### src/sv/tocc_pkg.sv
// Shared types, constants and codes for the topological order core.
package tocc_pkg;

    localparam int MaxNodes = 64;
    localparam int MaxEdges = 256;
    localparam int NodeW = $clog2(MaxNodes);
    localparam int EdgeW = $clog2(MaxEdges);
    localparam int CountW = $clog2(MaxNodes + 1);
    localparam int TotalW = $clog2(MaxEdges + 1);

    localparam logic [1:0] StatusOrder = 2'd0;
    localparam logic [1:0] StatusCycle = 2'd1;
    localparam logic [1:0] StatusEmpty = 2'd2;
    localparam logic [1:0] StatusOverflow = 2'd3;

    localparam logic OpLoad = 1'b0;
    localparam logic OpRun = 1'b1;

    typedef enum logic [3:0] {
        ST_IDLE,
        ST_CLEAR,
        ST_ROOT,
        ST_FETCH,
        ST_SCAN,
        ST_EXAMINE,
        ST_FINISH,
        ST_POP,
        ST_EMIT_RD,
        ST_EMIT,
        ST_SINGLE
    } state_t;

endpackage

### src/sv/topological_order_with_cycle_check_core.sv
// Depth-first topological sort core with cycle detection.
// Sequence: a load item is written straight into the edge store. A run takes each node index
// as a root and scans edges from each frame's resume point to the end of the scan. It then
// finishes a node and resumes its parent. Last it gives the order results, or a single
// status result.
// Throughput: loads one per cycle; a run blocks input until its last result is taken.
// Reset (aresetn, synchronous, active low) clears node count, edge count, overflow flag and the
// sequencer.
module topological_order_with_cycle_check_core (
    input  logic        aclk,
    input  logic        aresetn,
    input  logic        cfg_we,
    input  logic [6:0]  cfg_wdata,
    input  logic        s_tvalid,
    output logic        s_tready,
    input  logic [15:0] s_tdata,   // course_before[5:0], course_after[11:6], zero fill
    input  logic        s_tuser,   // op
    output logic        m_tvalid,
    input  logic        m_tready,
    output logic [7:0]  m_tdata,   // course[5:0], status[7:6]
    output logic        m_tlast    // last
);
    import tocc_pkg::*;

    logic [6:0] node_count_reg;
    logic [TotalW-1:0] edge_total_reg;
    logic overflowed_reg;
    state_t state_reg, state_next;
    logic [MaxNodes-1:0] visited_reg, on_path_reg;
    logic [CountW-1:0] root_reg;
    logic [CountW-1:0] depth_reg, finish_count_reg, emit_reg;
    logic [NodeW-1:0] top_node_reg;
    logic [TotalW-1:0] k_reg;
    logic [1:0] single_status_reg;
    logic m_valid_reg, m_last_reg;
    logic [NodeW-1:0] m_course_reg;
    logic [1:0] m_status_reg;

    logic [CountW-1:0] nc;
    assign nc = (node_count_reg > 7'(MaxNodes)) ? CountW'(MaxNodes) : CountW'(node_count_reg);

    // Edge store: before and after packed in one word.
    logic edge_we;
    logic [EdgeW-1:0] edge_raddr;
    logic [2*NodeW-1:0] edge_rdata;
    logic [NodeW-1:0] in_before, in_after;
    assign in_before = s_tdata[NodeW-1:0];
    assign in_after = s_tdata[2*NodeW-1:NodeW];
    logic load_acc;
    assign load_acc = s_tvalid && s_tready && (s_tuser == OpLoad);
    logic load_ok;
    assign load_ok = ({1'b0, in_before} < nc) && ({1'b0, in_after} < nc)
                     && (edge_total_reg < TotalW'(MaxEdges));
    assign edge_we = load_acc && load_ok;

    tocc_ram #(.Width(2*NodeW), .Depth(MaxEdges)) u_edges (
        .aclk(aclk), .we(edge_we), .waddr(edge_total_reg[EdgeW-1:0]),
        .wdata({in_after, in_before}), .raddr(edge_raddr), .rdata(edge_rdata));

    // Walk stack: node and resume edge index per level.
    logic ws_we;
    logic [NodeW-1:0] ws_waddr, ws_raddr;
    logic [NodeW+TotalW-1:0] ws_wdata, ws_rdata;
    tocc_ram #(.Width(NodeW+TotalW), .Depth(MaxNodes)) u_walk (
        .aclk(aclk), .we(ws_we), .waddr(ws_waddr), .wdata(ws_wdata),
        .raddr(ws_raddr), .rdata(ws_rdata));

    // Finish stack.
    logic fs_we;
    logic [NodeW-1:0] fs_waddr, fs_raddr, fs_rdata;
    tocc_ram #(.Width(NodeW), .Depth(MaxNodes)) u_finish (
        .aclk(aclk), .we(fs_we), .waddr(fs_waddr), .wdata(top_node_reg),
        .raddr(fs_raddr), .rdata(fs_rdata));

    logic run_acc;
    assign run_acc = s_tvalid && s_tready && (s_tuser == OpRun);
    assign s_tready = (state_reg == ST_IDLE) && !m_valid_reg;

    logic [NodeW-1:0] v;
    assign v = edge_rdata[2*NodeW-1:NodeW];

    // Combinational sequencer.
    logic push, out_load, out_single;
    always_comb begin
        state_next = state_reg;
        edge_raddr = k_reg[EdgeW-1:0];
        ws_we = 1'b0;
        // A push saves the parent frame at depth-1 with its resume index.
        ws_waddr = NodeW'(depth_reg - CountW'(1));
        ws_wdata = {top_node_reg, k_reg};
        ws_raddr = NodeW'(depth_reg - CountW'(1));
        fs_we = 1'b0;
        fs_waddr = finish_count_reg[NodeW-1:0];
        fs_raddr = NodeW'(finish_count_reg - CountW'(1) - emit_reg);
        push = 1'b0;
        out_load = 1'b0;
        out_single = 1'b0;
        case (state_reg)
            ST_IDLE: begin
                if (run_acc) begin
                    if (overflowed_reg || nc == '0) begin
                        state_next = ST_SINGLE;
                    end else begin
                        state_next = ST_ROOT;
                    end
                end
            end
            ST_ROOT: begin
                if (root_reg >= nc) begin
                    state_next = (finish_count_reg == '0) ? ST_IDLE : ST_EMIT_RD;
                end else if (visited_reg[root_reg[NodeW-1:0]]) begin
                    state_next = ST_ROOT;
                end else begin
                    state_next = ST_SCAN;
                end
            end
            ST_SCAN: begin
                // Issue read of edge k for the top node.
                if (k_reg >= edge_total_reg) begin
                    state_next = ST_FINISH;
                end else begin
                    state_next = ST_EXAMINE;
                end
            end
            ST_EXAMINE: begin
                if (edge_rdata[NodeW-1:0] != top_node_reg || {1'b0, v} >= nc) begin
                    state_next = ST_SCAN;
                end else if (!visited_reg[v]) begin
                    ws_we = 1'b1;
                    push = 1'b1;
                    state_next = ST_SCAN;
                end else if (on_path_reg[v]) begin
                    state_next = ST_SINGLE;
                end else begin
                    state_next = ST_SCAN;
                end
            end
            ST_FINISH: begin
                fs_we = 1'b1;
                state_next = (depth_reg == CountW'(1)) ? ST_ROOT : ST_FETCH;
            end
            ST_FETCH: begin
                state_next = ST_POP;
            end
            ST_POP: begin
                state_next = ST_SCAN;
            end
            ST_EMIT_RD: begin
                state_next = ST_EMIT;
            end
            ST_EMIT: begin
                if (!m_valid_reg || m_tready) begin
                    out_load = 1'b1;
                    state_next = (emit_reg + CountW'(1) == finish_count_reg) ? ST_IDLE
                                                                            : ST_EMIT_RD;
                end
            end
            ST_SINGLE: begin
                if (!m_valid_reg || m_tready) begin
                    out_single = 1'b1;
                    state_next = ST_IDLE;
                end
            end
            default: state_next = ST_IDLE;
        endcase
    end

    always_ff @(posedge aclk) begin
        if (!aresetn) begin
            state_reg <= ST_IDLE;
            node_count_reg <= '0;
            edge_total_reg <= '0;
            overflowed_reg <= 1'b0;
            m_valid_reg <= 1'b0;
            finish_count_reg <= '0;
            depth_reg <= '0;
        end else begin
            state_reg <= state_next;
            if (cfg_we) begin
                node_count_reg <= cfg_wdata;
            end
            if (load_acc) begin
                if (load_ok) begin
                    edge_total_reg <= edge_total_reg + TotalW'(1);
                end else begin
                    overflowed_reg <= 1'b1;
                end
            end
            if (out_load || out_single) begin
                m_valid_reg <= 1'b1;
            end else if (m_valid_reg && m_tready) begin
                m_valid_reg <= 1'b0;
            end
            case (state_reg)
                ST_IDLE: begin
                    if (run_acc) begin
                        single_status_reg <= overflowed_reg ? StatusOverflow : StatusEmpty;
                        edge_total_reg <= edge_total_reg;
                        visited_reg <= '0;
                        on_path_reg <= '0;
                        finish_count_reg <= '0;
                        root_reg <= '0;
                        emit_reg <= '0;
                        depth_reg <= '0;
                    end
                end
                ST_ROOT: begin
                    if (root_reg < nc) begin
                        if (!visited_reg[root_reg[NodeW-1:0]]) begin
                            visited_reg[root_reg[NodeW-1:0]] <= 1'b1;
                            on_path_reg[root_reg[NodeW-1:0]] <= 1'b1;
                            top_node_reg <= root_reg[NodeW-1:0];
                            k_reg <= '0;
                            depth_reg <= CountW'(1);
                        end
                        root_reg <= root_reg + CountW'(1);
                    end else begin
                        // Walk complete; the run empties the edge store.
                        edge_total_reg <= '0;
                        overflowed_reg <= 1'b0;
                    end
                end
                ST_SCAN: begin
                    if (k_reg < edge_total_reg) begin
                        k_reg <= k_reg + TotalW'(1);
                    end
                end
                ST_EXAMINE: begin
                    if (push) begin
                        visited_reg[v] <= 1'b1;
                        on_path_reg[v] <= 1'b1;
                        top_node_reg <= v;
                        k_reg <= '0;
                        depth_reg <= depth_reg + CountW'(1);
                    end else if (state_next == ST_SCAN) begin
                        k_reg <= k_reg;
                    end else begin
                        single_status_reg <= StatusCycle;
                    end
                end
                ST_FINISH: begin
                    on_path_reg[top_node_reg] <= 1'b0;
                    finish_count_reg <= finish_count_reg + CountW'(1);
                    depth_reg <= depth_reg - CountW'(1);
                end
                ST_POP: begin
                    top_node_reg <= ws_rdata[NodeW+TotalW-1:TotalW];
                    k_reg <= ws_rdata[TotalW-1:0];
                end
                ST_EMIT: begin
                    if (out_load) begin
                        emit_reg <= emit_reg + CountW'(1);
                        m_course_reg <= fs_rdata;
                        m_status_reg <= StatusOrder;
                        m_last_reg <= (emit_reg + CountW'(1) == finish_count_reg);
                    end
                end
                ST_SINGLE: begin
                    if (out_single) begin
                        m_course_reg <= '0;
                        m_status_reg <= single_status_reg;
                        m_last_reg <= 1'b1;
                        edge_total_reg <= '0;
                        overflowed_reg <= 1'b0;
                    end
                end
                default: ;
            endcase
        end
    end

    assign m_tvalid = m_valid_reg;
    assign m_tdata = {m_status_reg, m_course_reg};
    assign m_tlast = m_last_reg;

`ifndef SYNTHESIS
    a_no_accept_busy: assert property (@(posedge aclk) disable iff (!aresetn)
        (state_reg != ST_IDLE) |-> !s_tready)
        else $error("input accepted while a run is in progress");
    a_out_hold: assert property (@(posedge aclk) disable iff (!aresetn)
        (m_valid_reg && !m_tready) |=> (m_valid_reg && $stable(m_tdata)))
        else $error("pending result changed before it was taken");
    a_depth_bound: assert property (@(posedge aclk) disable iff (!aresetn)
        (depth_reg <= CountW'(MaxNodes)) && (finish_count_reg <= CountW'(MaxNodes)))
        else $error("walk or finish stack exceeded its depth");
`endif
endmodule

### src/sv/tocc_ram.sv
// Generic single-port-write, single-port-read RAM with registered read.
module tocc_ram #(
    parameter int Width = 8,
    parameter int Depth = 16
) (
    input  logic                     aclk,
    input  logic                     we,
    input  logic [$clog2(Depth)-1:0] waddr,
    input  logic [Width-1:0]         wdata,
    input  logic [$clog2(Depth)-1:0] raddr,
    output logic [Width-1:0]         rdata
);
    logic [Width-1:0] mem [Depth];

    always_ff @(posedge aclk) begin
        if (we) begin
            mem[waddr] <= wdata;
        end
        rdata <= mem[raddr];
    end
endmodule

### config.mk
export PLATFORM = sky130hd
export DESIGN_NAME = topological_order_with_cycle_check_core
export DESIGN_NICKNAME = d
export VERILOG_FILES = /design/src/sv/tocc_pkg.sv /design/src/sv/topological_order_with_cycle_check_core.sv /design/src/sv/tocc_ram.sv
export SDC_FILE = /design/constraint.sdc
export NUM_CORES = 2
export LEC_CHECK = 0
export BUFFER_PORTS_ARGS = -buffer_cell sky130_fd_sc_hd__clkbuf_2
export CAP_MARGIN = 25
export CORE_AREA = 4 4 876 704
export DETAILED_ROUTE_END_ITERATION = 10
export DIE_AREA = 0 0 880 708
export GPL_TIMING_DRIVEN = 1
export PLACE_DENSITY_LB_ADDON = 0.3
export SYNTH_ARGS = -nofsm -noshare
export SYNTH_HDL_FRONTEND = slang
export SYNTH_MEMORY_MAX_BITS = 65536
export SYNTH_SLANG_ARGS = --single-unit
### constraint.sdc
create_clock -name aclk -period 10.85 [get_ports aclk]
set_clock_uncertainty 0.2 [all_clocks]
set_input_delay 2.17 -clock aclk [delete_from_list [all_inputs] [get_ports aclk]]
set_output_delay 2.17 -clock aclk [all_outputs]
set_load 0.005 [all_outputs]
==> run metrics <==
outcome complete, no violations; met1 WL 216000 µm; Net Count, Synth 8773; clock-pin slew on the worst setup and hold paths 0.06 ns; CTS sink count 4653; multi-input logic area 41400 µm²; VDD IR max 0.000190 V; Worst Setup Start Kind register; Rel. slew slack 0.153; critical-path cell list buf_4 > mux4_2 > mux2i_1 > o22ai_1 > a211oi_1 > nor4bb_4 > nand2_1 > buf_4 > nor2_1 > buf_4; Critical Path RT 11.35 ns; Post-CTS Hold Buffers 0; Distinct cells, synth 78; most flop-heavy register u_edges.mem; IO Pins 40; Seq. cell area 139000 µm²; TritonCTS buffer count 438; CTS tree done; Clock Latency Late Sink 1.06 ns; vias per cell 5.24; WP data arrival 6.75 ns; final hold viol count 0; Syn. warnings 0; Largest stage delay, worst path 0.88 ns; sequential fraction of the synthesis area 0.765; Setup-failing EPs final 0; Filler Cell Count 55818; Setup crit end kind register; Mapped Cells 8694; Met2 Wirelength 223000 µm; RSZ-0062 raised after global routing false; initial antenna violation count 44; Synth top area share 0.758; top-count cell post-synth edfxtp_1; asr flop ratio synth 0; Post-synth top cells edfxtp_1, mux4_2, a22oi_1; critical path's slowest cell nor4bb_4; Period minus WS final 6.25 ns; Area contributors post-synth edfxtp_1, mux4_2, a22oi_1; first-pass GRT wire length 695000 µm; fmax 160 MHz; Max-Cap Viols 0; leakage power 63.0 nW; crit-path most repeated cell buf_4; Hold Path Class reg -> reg; Post-synth EDFFs 4584; drt initial violations 12336; routed len/inst 27.9 µm; RD Place Congestion 0.843; starting density of the core 0.299; max reg flops 3072; Least-Margin Pin Slew 1.26 ns; drt pass-1 iters 6; vias in the first global route 90596; Routed WL 492000 µm; Top Layer Used met5; Setup Fix Bufs, Post-CTS 0; pin count of the biggest net entering global routing 158; root buffer cell clkbuf_16; Die ar. 623000 µm²; H-tree depth 5; Row Count 256; DRC Markers 0; Netlist Area Pre-Place 182000 µm²; Buffers on Ports 35; Synth area leader edfxtp_1; ANT nets after route 0; area delta synth->final 15.6%; chip width 880 µm; PwrDens 191 nW/µm²; share of cells above drive strength 1 0.271; Synth Register Bits 4653; Total GRT Usage 0.152; synthesized area per cell 20.9 µm²; die span in y 708 µm; via count 92312; GRT overflow 0; ys flop type edfxtp_1; Core Footprint 607000 µm²; wire length on met3 43400 µm; Total Power 40.1 mW; Worst Path Max Fanout 36; hpwl dp 290000 µm; Max clock buf depth 4; Setup TNS Final 0 ns; biggest regs u_edges.mem x3072, u_walk.mem x960, u_finish.mem x384; PostCTS Resize Cnt 0; Period Utilization, post-route 0.576; crit path kind reg -> reg; Final Max Tran Viols 0; fin nets 9188
stage by stage:
step	instance area [µm²]	instances	hold WS, ns	utilization	setup slack, ns
finish	210000	17623	0.315	0.346	4.60
global route	210000	17614	0.334	0.346	4.37
CTS	208000	17451	0.311	0.343	4.63
detailed placement	194000	16636	0.306	0.320	4.25
global placement	194000	16591	0.295	0.319	4.11
floorplan	182000	8694	0.254	-	2.36
metal layers:
metal | vias up | track usage
li1 | 37784 | -
met1 | 49523 | 0.227
met2 | 4339 | 0.232
met3 | 648 | 0.0296
met4 | 18 | 0.0306
met5 | - | 0
worst paths after layout:
| kind | from | to | slack (ns) | cells past startpoint |
|---|---|---|---|---|
| worst min register to register | u_walk.rdata[4] | k_reg[4] | 0.32 | 2 |
| worst max register to register | u_edges.rdata[6] | u_walk.mem[33][5] | 4.60 | 10 |
| worst max-delay path | u_edges.rdata[6] | u_walk.mem[33][5] | 4.60 | 10 |
| worst min-delay path | u_walk.rdata[4] | k_reg[4] | 0.32 | 2 |
power breakdown:
group	switching (mW)	internal [mW]
Combinational	3.23	1.65
Sequential	0.135	20.0
Clock	6.73	8.40
worst max-delay path, delay by kind of cell, from the launching register on:
family | cells | cell delay [ns]
AO/OA/AOI/OAI | 2 | 0.91
buffers and inverters | 3 | 1.19
flip-flops | 1 | 0.80
multiplexers | 2 | 0.90
AND/OR/NAND/NOR | 3 | 1.94
cell type report:
class | instances | share of cell area
tap | 8127 | 0.0484
sequential | 4653 | 0.662
inverter | 51 | 0.000911
clock buffer | 551 | 0.0550
clock inverter | 264 | 0.0119
multi-input combinational | 3428 | 0.197
timing repair buffer | 537 | 0.0248
antenna | 12 | 0.000143
cells by family (layout without fill, tap and decap cells):
kind of cell,count (synthesis),count (layout),synth area share
XOR/XNOR,40,40,0.00193
AND/OR/NAND/NOR,1031,1031,0.0272
other,0,12,0
adder cells (fa/ha/maj),50,50,0.00348
flip-flops,4653,4653,0.765
multiplexers,1219,1219,0.146
buffers and inverters,613,1403,0.0137
AO/OA/AOI/OAI,1088,1088,0.0421
cells in the final DEF, fill, tap and decap left out, types with 66 or more instances in the layout:
cell type	count
nor2_1	279
nand2_1	169
mux4_2	1148
buf_4	277
clkinv_2	76
nor3_1	81
buf_6	177
edfxtp_1	4584
o21ai_0	105
a22oi_1	499
clkinv_1	112
nor3_2	214
clkbuf_16	446
a21oi_1	150
clkbuf_1	104
a41oi_1	115
dfxtp_1	66
Note: power is estimated with default switching activity, not from simulation.
